## config.mk

```make
export PLATFORM = sky130hd
export DESIGN_NAME = joystick_direction_with_temp_alarm
export DESIGN_NICKNAME = d
export VERILOG_FILES = /design/src/sv/jdta_pkg.sv /design/src/sv/jdta_classify.sv /design/src/sv/jdta_core.sv /design/src/sv/joystick_direction_with_temp_alarm.sv
export SDC_FILE = /design/constraint.sdc
export NUM_CORES = 1
export LEC_CHECK = 0
export ABC_AREA = 1
export CAP_MARGIN = 5
export CORE_MARGIN = 1.5
export CORE_UTILIZATION = 45
export DETAILED_ROUTE_END_ITERATION = 10
export DONT_BUFFER_PORTS = 1
export HOLD_SLACK_MARGIN = 0.1
export SLEW_MARGIN = 20
export SYNTH_ARGS = -nofsm -noshare
export SYNTH_HDL_FRONTEND = slang
export SYNTH_SLANG_ARGS = --single-unit
```

## constraint.sdc

```tcl
create_clock -name aclk -period 3.41 [get_ports aclk]
set_input_delay 0.5115 -clock aclk [delete_from_list [all_inputs] [get_ports aclk]]
set_output_delay 0.5115 -clock aclk [all_outputs]
set_load 0.005 [all_outputs]
```

## src/sv/jdta_pkg.sv

```systemverilog
`default_nettype none
// ----------------------------------------------------------------------------
// jdta_pkg
// Shared types, message codes and constants for the joystick direction
// classifier with temperature alarm.
// ----------------------------------------------------------------------------
package jdta_pkg;

    localparam int ADC_BITS   = 12;
    localparam int DEB_BITS   = 16;
    localparam int TIME_BITS  = 32;
    localparam int MSG_BITS   = 4;
    localparam int KIND_BITS  = 2;
    localparam int CIDX_BITS  = 3;
    localparam int CDATA_BITS = 16;
    localparam int IN_BITS    = 3 * ADC_BITS + TIME_BITS;
    localparam int IN_TDATA_W = ((IN_BITS + 7) / 8) * 8;
    localparam int OUT_BITS   = MSG_BITS + 1;
    localparam int OUT_TDATA_W = ((OUT_BITS + 7) / 8) * 8;

    typedef logic [ADC_BITS-1:0]  adc_t;
    typedef logic [TIME_BITS-1:0] ms_t;
    typedef logic [MSG_BITS-1:0]  msg_t;
    typedef logic [KIND_BITS-1:0] kind_t;

    localparam kind_t KIND_SAMPLE = 2'd0;
    localparam kind_t KIND_ACK    = 2'd1;
    localparam kind_t KIND_TOGGLE = 2'd2;

    localparam msg_t MSG_HOLD       = 4'd0;
    localparam msg_t MSG_UP         = 4'd1;
    localparam msg_t MSG_DOWN       = 4'd2;
    localparam msg_t MSG_LEFT       = 4'd3;
    localparam msg_t MSG_RIGHT      = 4'd4;
    localparam msg_t MSG_UP_LEFT    = 4'd5;
    localparam msg_t MSG_UP_RIGHT   = 4'd6;
    localparam msg_t MSG_DOWN_LEFT  = 4'd7;
    localparam msg_t MSG_DOWN_RIGHT = 4'd8;
    localparam msg_t MSG_ALARM      = 4'd9;
    localparam msg_t MSG_ALARM_ACK  = 4'd10;
    localparam msg_t MSG_NORMAL     = 4'd11;
    localparam msg_t MSG_INVERSION  = 4'd12;

    localparam logic [CIDX_BITS-1:0] REG_AXIS_LOW    = 3'd0;
    localparam logic [CIDX_BITS-1:0] REG_AXIS_HIGH   = 3'd1;
    localparam logic [CIDX_BITS-1:0] REG_ALARM_ABOVE = 3'd2;
    localparam logic [CIDX_BITS-1:0] REG_RELEASE_BLW = 3'd3;
    localparam logic [CIDX_BITS-1:0] REG_DEBOUNCE    = 3'd4;

    localparam adc_t RST_AXIS_LOW    = ADC_BITS'(1500);
    localparam adc_t RST_AXIS_HIGH   = ADC_BITS'(2500);
    localparam adc_t RST_ALARM_ABOVE = ADC_BITS'(958);
    localparam adc_t RST_RELEASE_BLW = ADC_BITS'(953);
    localparam logic [DEB_BITS-1:0] RST_DEBOUNCE = DEB_BITS'(250);

    typedef struct packed {
        adc_t                axis_low;
        adc_t                axis_high;
        adc_t                alarm_above;
        adc_t                release_below;
        logic [DEB_BITS-1:0] debounce_ms;
    } cfg_t;

    typedef struct packed {
        kind_t mode;
        adc_t  x_code;
        adc_t  y_code;
        adc_t  temp_code;
        ms_t   now_ms;
    } item_t;

    typedef struct packed {
        logic has_result;
        msg_t message_code;
        logic inverted;
    } result_t;

    function automatic msg_t mirror_dir(input msg_t dir);
        msg_t m;
        begin
            case (dir)
                MSG_UP:         m = MSG_DOWN;
                MSG_DOWN:       m = MSG_UP;
                MSG_LEFT:       m = MSG_RIGHT;
                MSG_RIGHT:      m = MSG_LEFT;
                MSG_UP_LEFT:    m = MSG_DOWN_RIGHT;
                MSG_UP_RIGHT:   m = MSG_DOWN_LEFT;
                MSG_DOWN_LEFT:  m = MSG_UP_RIGHT;
                MSG_DOWN_RIGHT: m = MSG_UP_LEFT;
                default:        m = MSG_HOLD;
            endcase
            return m;
        end
    endfunction

endpackage
`default_nettype wire

```

## src/sv/jdta_classify.sv

```systemverilog
`default_nettype none
// ----------------------------------------------------------------------------
// jdta_classify
// Direction classifier: strict low/high threshold compares on X and Y,
// optional point reflection through the center.
// ----------------------------------------------------------------------------
module jdta_classify (
    input  wire jdta_pkg::adc_t x_code,
    input  wire jdta_pkg::adc_t y_code,
    input  wire jdta_pkg::adc_t axis_low,
    input  wire jdta_pkg::adc_t axis_high,
    input  wire                 invert,
    output jdta_pkg::msg_t      dir
);

    logic x_hi, x_lo, x_mid, y_hi, y_lo, y_mid;
    jdta_pkg::msg_t raw;

    assign x_hi  = x_code > axis_high;
    assign x_lo  = x_code < axis_low;
    assign x_mid = (x_code > axis_low) && (x_code < axis_high);
    assign y_hi  = y_code > axis_high;
    assign y_lo  = y_code < axis_low;
    assign y_mid = (y_code > axis_low) && (y_code < axis_high);

    always_comb begin
        if (x_hi && y_mid) begin
            raw = jdta_pkg::MSG_RIGHT;
        end else if (x_hi && y_hi) begin
            raw = jdta_pkg::MSG_DOWN_RIGHT;
        end else if (x_hi && y_lo) begin
            raw = jdta_pkg::MSG_UP_RIGHT;
        end else if (x_lo && y_mid) begin
            raw = jdta_pkg::MSG_LEFT;
        end else if (x_lo && y_hi) begin
            raw = jdta_pkg::MSG_DOWN_LEFT;
        end else if (x_lo && y_lo) begin
            raw = jdta_pkg::MSG_UP_LEFT;
        end else if (x_mid && y_lo) begin
            raw = jdta_pkg::MSG_UP;
        end else if (x_mid && y_hi) begin
            raw = jdta_pkg::MSG_DOWN;
        end else begin
            raw = jdta_pkg::MSG_HOLD;
        end
    end

    assign dir = invert ? jdta_pkg::mirror_dir(raw) : raw;

endmodule
`default_nettype wire

```

## src/sv/jdta_core.sv

```systemverilog
`default_nettype none
// ----------------------------------------------------------------------------
// jdta_core
// Alarm, acknowledge and inversion state with the per-word decision logic.
// State advances on each word taken from the input register.
// ----------------------------------------------------------------------------
module jdta_core (
    input  wire                    aclk,
    input  wire                    aresetn,
    input  wire                    advance,
    input  wire jdta_pkg::item_t   item,
    input  wire jdta_pkg::cfg_t    cfg,
    output jdta_pkg::result_t      res
);

    logic over_limit_reg, over_limit_next;
    logic alarm_acked_reg, alarm_acked_next;
    logic inversion_reg, inversion_next;
    jdta_pkg::ms_t last_toggle_reg, last_toggle_next;

    jdta_pkg::msg_t dir;
    jdta_pkg::ms_t  elapsed;
    logic           over_now;

    jdta_classify u_classify (
        .x_code    (item.x_code),
        .y_code    (item.y_code),
        .axis_low  (cfg.axis_low),
        .axis_high (cfg.axis_high),
        .invert    (inversion_reg),
        .dir       (dir)
    );

    assign over_now = item.temp_code > cfg.alarm_above;
    assign elapsed  = item.now_ms - last_toggle_reg;

    always_comb begin
        over_limit_next  = over_limit_reg;
        alarm_acked_next = alarm_acked_reg;
        inversion_next   = inversion_reg;
        last_toggle_next = last_toggle_reg;
        res.has_result   = 1'b0;
        res.message_code = jdta_pkg::MSG_HOLD;
        case (item.mode)
            jdta_pkg::KIND_SAMPLE: begin
                over_limit_next = over_now;
                res.has_result  = 1'b1;
                if (over_now && !alarm_acked_reg) begin
                    res.message_code = jdta_pkg::MSG_ALARM;
                end else begin
                    res.message_code = dir;
                end
                if (alarm_acked_reg && (item.temp_code < cfg.release_below)) begin
                    alarm_acked_next = 1'b0;
                end
            end
            jdta_pkg::KIND_ACK: begin
                if (over_limit_reg && !alarm_acked_reg) begin
                    alarm_acked_next = 1'b1;
                    res.has_result   = 1'b1;
                    res.message_code = jdta_pkg::MSG_ALARM_ACK;
                end
            end
            jdta_pkg::KIND_TOGGLE: begin
                if (!(over_limit_reg && !alarm_acked_reg) &&
                    (elapsed > {{(jdta_pkg::TIME_BITS-jdta_pkg::DEB_BITS){1'b0}},
                                cfg.debounce_ms})) begin
                    last_toggle_next = item.now_ms;
                    inversion_next   = !inversion_reg;
                    res.has_result   = 1'b1;
                    res.message_code = inversion_reg ? jdta_pkg::MSG_NORMAL
                                                     : jdta_pkg::MSG_INVERSION;
                end
            end
            default: begin
            end
        endcase
        res.inverted = inversion_next;
    end

    always_ff @(posedge aclk) begin
        if (!aresetn) begin
            over_limit_reg  <= 1'b0;
            alarm_acked_reg <= 1'b0;
            inversion_reg   <= 1'b0;
            last_toggle_reg <= '0;
        end else if (advance) begin
            over_limit_reg  <= over_limit_next;
            alarm_acked_reg <= alarm_acked_next;
            inversion_reg   <= inversion_next;
            last_toggle_reg <= last_toggle_next;
        end
    end

endmodule
`default_nettype wire

```

## src/sv/joystick_direction_with_temp_alarm.sv

```systemverilog
`default_nettype none
// ----------------------------------------------------------------------------
// joystick_direction_with_temp_alarm
// Pipeline: the accepted input word is held in the input register, then its
//   result goes to the result register, which drives m_tvalid and m_tdata.
// Throughput: one word per cycle unless the output stalls, result or not.
// Reset (aresetn low, synchronous): pipeline emptied, alarm, acknowledge and
//   inversion flags cleared, thresholds back to their defaults.
// ----------------------------------------------------------------------------
module joystick_direction_with_temp_alarm (
    input  wire                                 aclk,
    input  wire                                 aresetn,
    input  wire                                 s_tvalid,
    output logic                                s_tready,
    // x_code[11:0], y_code[23:12], temp_code[35:24], now_ms[67:36], zero pad
    input  wire [jdta_pkg::IN_TDATA_W-1:0]      s_tdata,
    // mode[1:0]
    input  wire [jdta_pkg::KIND_BITS-1:0]       s_tuser,
    output logic                                m_tvalid,
    input  wire                                 m_tready,
    // message_code[3:0], inverted[4], zero pad
    output logic [jdta_pkg::OUT_TDATA_W-1:0]    m_tdata,
    input  wire                                 cfg_valid,
    output logic                                cfg_ready,
    input  wire [jdta_pkg::CIDX_BITS-1:0]       cfg_index,
    input  wire [jdta_pkg::CDATA_BITS-1:0]      cfg_data
);

    localparam int AB = jdta_pkg::ADC_BITS;

    jdta_pkg::cfg_t    cfg_reg;
    jdta_pkg::item_t   item_reg;
    logic              in_valid_reg;
    jdta_pkg::result_t res;
    logic              out_valid_reg;
    jdta_pkg::msg_t    out_msg_reg;
    logic              out_inv_reg;
    logic              advance;

    assign advance   = in_valid_reg && (!out_valid_reg || m_tready);
    assign s_tready  = !in_valid_reg || advance;
    assign cfg_ready = 1'b1;

    always_ff @(posedge aclk) begin
        if (!aresetn) begin
            cfg_reg.axis_low      <= jdta_pkg::RST_AXIS_LOW;
            cfg_reg.axis_high     <= jdta_pkg::RST_AXIS_HIGH;
            cfg_reg.alarm_above   <= jdta_pkg::RST_ALARM_ABOVE;
            cfg_reg.release_below <= jdta_pkg::RST_RELEASE_BLW;
            cfg_reg.debounce_ms   <= jdta_pkg::RST_DEBOUNCE;
        end else if (cfg_valid) begin
            case (cfg_index)
                jdta_pkg::REG_AXIS_LOW:    cfg_reg.axis_low      <= cfg_data[AB-1:0];
                jdta_pkg::REG_AXIS_HIGH:   cfg_reg.axis_high     <= cfg_data[AB-1:0];
                jdta_pkg::REG_ALARM_ABOVE: cfg_reg.alarm_above   <= cfg_data[AB-1:0];
                jdta_pkg::REG_RELEASE_BLW: cfg_reg.release_below <= cfg_data[AB-1:0];
                jdta_pkg::REG_DEBOUNCE:    cfg_reg.debounce_ms   <= cfg_data;
                default: begin
                end
            endcase
        end
    end

    always_ff @(posedge aclk) begin
        if (!aresetn) begin
            in_valid_reg <= 1'b0;
        end else if (s_tready) begin
            in_valid_reg <= s_tvalid;
        end
    end

    always_ff @(posedge aclk) begin
        if (s_tvalid && s_tready) begin
            item_reg.mode      <= s_tuser;
            item_reg.x_code    <= s_tdata[AB-1:0];
            item_reg.y_code    <= s_tdata[2*AB-1:AB];
            item_reg.temp_code <= s_tdata[3*AB-1:2*AB];
            item_reg.now_ms    <= s_tdata[jdta_pkg::IN_BITS-1:3*AB];
        end
    end

    jdta_core u_core (
        .aclk    (aclk),
        .aresetn (aresetn),
        .advance (advance),
        .item    (item_reg),
        .cfg     (cfg_reg),
        .res     (res)
    );

    always_ff @(posedge aclk) begin
        if (!aresetn) begin
            out_valid_reg <= 1'b0;
        end else if (advance) begin
            out_valid_reg <= res.has_result;
        end else if (m_tready) begin
            out_valid_reg <= 1'b0;
        end
    end

    always_ff @(posedge aclk) begin
        if (advance && res.has_result) begin
            out_msg_reg <= res.message_code;
            out_inv_reg <= res.inverted;
        end
    end

    assign m_tvalid = out_valid_reg;
    assign m_tdata  = {{(jdta_pkg::OUT_TDATA_W-jdta_pkg::OUT_BITS){1'b0}},
                       out_inv_reg, out_msg_reg};

endmodule
`default_nettype wire
```

==> metrics.yaml <==
status:
  status: "finished with violations"
  violations: "negative setup slack"
cts:
  clkTransAtPathRegs_ns: 0.09
  cts_made_buffers: 17
  worstSkewPairLatency_ns: 0.45
  cts_htree_levels: 4
  cts_buffer_depth: 2
  cts_sinks: 176
  cts_tree: "done"
  root_buffer: "clkbuf_16"
setup_path:
  critPathKind: "flip-flop to flip-flop"
  r2r_start: "item_reg[2]$_DFFE_PP_"
  worst_setup_path_end_kind: "flip-flop"
  crit_top_cell: "nand2_2"
  arrival_ns: 3.99
  cpPeakStageDelay_ns: 0.47
  startpoint: "item_reg[2]$_DFFE_PP_"
  start_kind: "flip-flop"
  cp_max_fo: 5
  crit_slowest_cell: "edfxtp_1"
  required_ns: 3.77
synth:
  ys_ff_latch: 176
  avgSynthCellArea_um2: 7.57
  synth_edf_count: 75
  syn_inst: 1424
  yosysWarningCount: 0
  yosysTopAreaCellShare: 0.209
  synthTopCellsByArea: "edfxtp_1, dfxtp_1, ha_1, nand2_1, inv_1"
  yosysSeqAreaShare: 0.396
  async_flop_share: 0
  syn_area_um2: 10800
  yosys_most_used_dff: "dfxtp_1"
  yosysUniqueCellTypes: 41
  synth_top_cell_by_area: "edfxtp_1"
grt:
  overflow: 0
  grt_pass1_wl_um: 44600
  grt_util_all_layers: 0.235
  antenna_found_initial: 0
  grt_pass1_vias: 8536
  grt_max_degree: 93
timing:
  fin_crit_sh: 1.07
  skew_ns: 0.0167
  drv_slew: 0
  fmaxAchievable_ghz: 0.275
  hold_viol_final: 0
  layout_setup_ws_ns: -0.228
  setup-violations-final: 43
  rsz0062_at_grt: "true"
  min_period_ns: 3.64
  slew_headroom: 0.478
  tightest_slew_ns: 0.780
  worst_hold_slack_ns: 0.151
placement:
  portBuffers: 0
  dp_cells: 1785
  postPlaceCellArea_um2: 11600
  dp_hpwl_um: 20600
  gp_congestion: 0.891
  place_ws_ns: -0.486
floorplanning:
  die_h_um: 158
  dieArea_um2: 24900
  rows: 56
  coreArea_um2: 23500
  start_util: 0.459
  ios: 109
  die_w_um: 158
final_layout:
  fillers: 2125
  final_net_count: 1742
  antenna_cells: 0
  largest_register_ffs: 70
  fin_area_um2: 13300
  instances_no_fill: 1855
  post_route_cells_drive_above_1_share: 0.195
  area.growth.synth_to_final_pct: 23.4
hold_path:
  hp-start: "s_tdata[60]"
  min_path_type: "primary input to flip-flop"
power:
  vdd_drop_max_v: 0.000228
  power.density_nw_per_um2: 419
  p_leak_nw: 6.28
drt:
  ant_nets: 0
  drc: 0
  num_vias: 9347
  via_per_inst: 5.04
  drt_iter0_drc: 605
  routed_wirelength_um: 29300
  dr.pass1.iters: 6
  routedWlPerCell_um: 15.8
flow_run:
  max-cap-violations: 0
## report_power, final
part	total, mW	leakage (nW)	internal, mW	switching [mW]
logic	1.12	4.42	0.476	0.645
clock network	2.09	0.306	1.02	1.07
registers	2.36	1.55	2.30	0.0590
## cell type report
class,instances,area [µm²],share of cell area
Clock buffer,17,425,0.0320
Clock inverter,15,216,0.0163
Inverter,250,941,0.0708
Multi-Input combinational cell,971,6080,0.457
Sequential cell,176,4280,0.322
Tap cell,319,399,0.0300
Timing Repair Buffer,107,961,0.0723
## worst paths after layout
path / end / slack, ns / cells after the start
hold reg to reg: cfg_reg[26]$_SDFFE_PN0P_ / 0.46 / 2
setup / recovery: u_core.last_toggle_reg[26]$_SDFFE_PN0P_ / -0.23 / 29
hold / removal: item_reg[24]$_DFFE_PP_ / 0.15 / 0
setup reg to reg: u_core.last_toggle_reg[26]$_SDFFE_PN0P_ / -0.23 / 29
## repair_timing
item,4_1_cts,5_1_grt
endpoints found under the setup margin,44,44
cloned,3,3
hold buffers,0,0
resized for setup,65,103
pin swaps,35,62
buffers inserted,20,14
## synth_stat cells (all sizes together), types with 12 or more instances
library cell / count
ha: 120
o21ai: 95
inv: 248
a21oi: 89
nand4: 17
o211ai: 28
clkbuf: 18
nand3: 60
xor2: 12
edfxtp: 75
nor2: 173
nand2: 336
buf: 12
dfxtp: 101
nor3: 12
## worst max-delay path, delay by kind of cell, from the launching register on
family / cells / cell delay (ns)
DFF: 1 / 0.47
xor gates and xnor gates: 1 / 0.15
adders and majority gates: 2 / 0.65
and+or+nand+nor: 21 / 1.64
buffers and inverters: 5 / 0.62
## layer usage
layer / routed length (µm) / vias up / GRT usage
met2: 13100 / 242 / 0.365
met3: 1610 / 32 / 0.0400
met1: 14200 / 4269 / 0.338
met4: 465 / 0 / 0.0588
met5: 0 / - / 0
li1: - / 4804 / -
## layout by cell type (no fill, tap or decap), types with 7 or more instances in the layout
master and instances:
a21oi_1 84, ha_1 102, o211ai_1 28, o21ai_0 59, inv_1 236, dfxtp_1 100, clkinv_8 8, nor2_4 13
nand3_1 52, nand2_1 298, buf_4 92, ha_4 16, inv_2 11, o21ai_2 28, clkbuf_16 20, nor3_1 11
nor2_2 26, o21ai_1 8, nand4_1 17, nor2_1 135, nand2_2 31, nand2_4 7, edfxtp_1 75
## cell families after synthesis
kind of cell | synth area share
AO/OA/AOI/OAI | 0.114
XOR/XNOR | 0.0122
adder cells (fa/ha/maj) | 0.141
buffers and inverters | 0.104
flip-flops | 0.396
other | 0.000697
AND/OR/NAND/NOR | 0.232
## metrics by stage
stage                     TNS (ns)  utilization  power, mW
after floorplan                  0            -       3.03
after global placement      -10.89        0.492       3.31
after detailed placement    -15.59        0.492       3.32
after CTS                    -6.32        0.545       5.50
after global routing        -18.96        0.567       5.83
final                        -7.06        0.567       5.57
No activity file was read; power rests on OpenSTA's default activity.
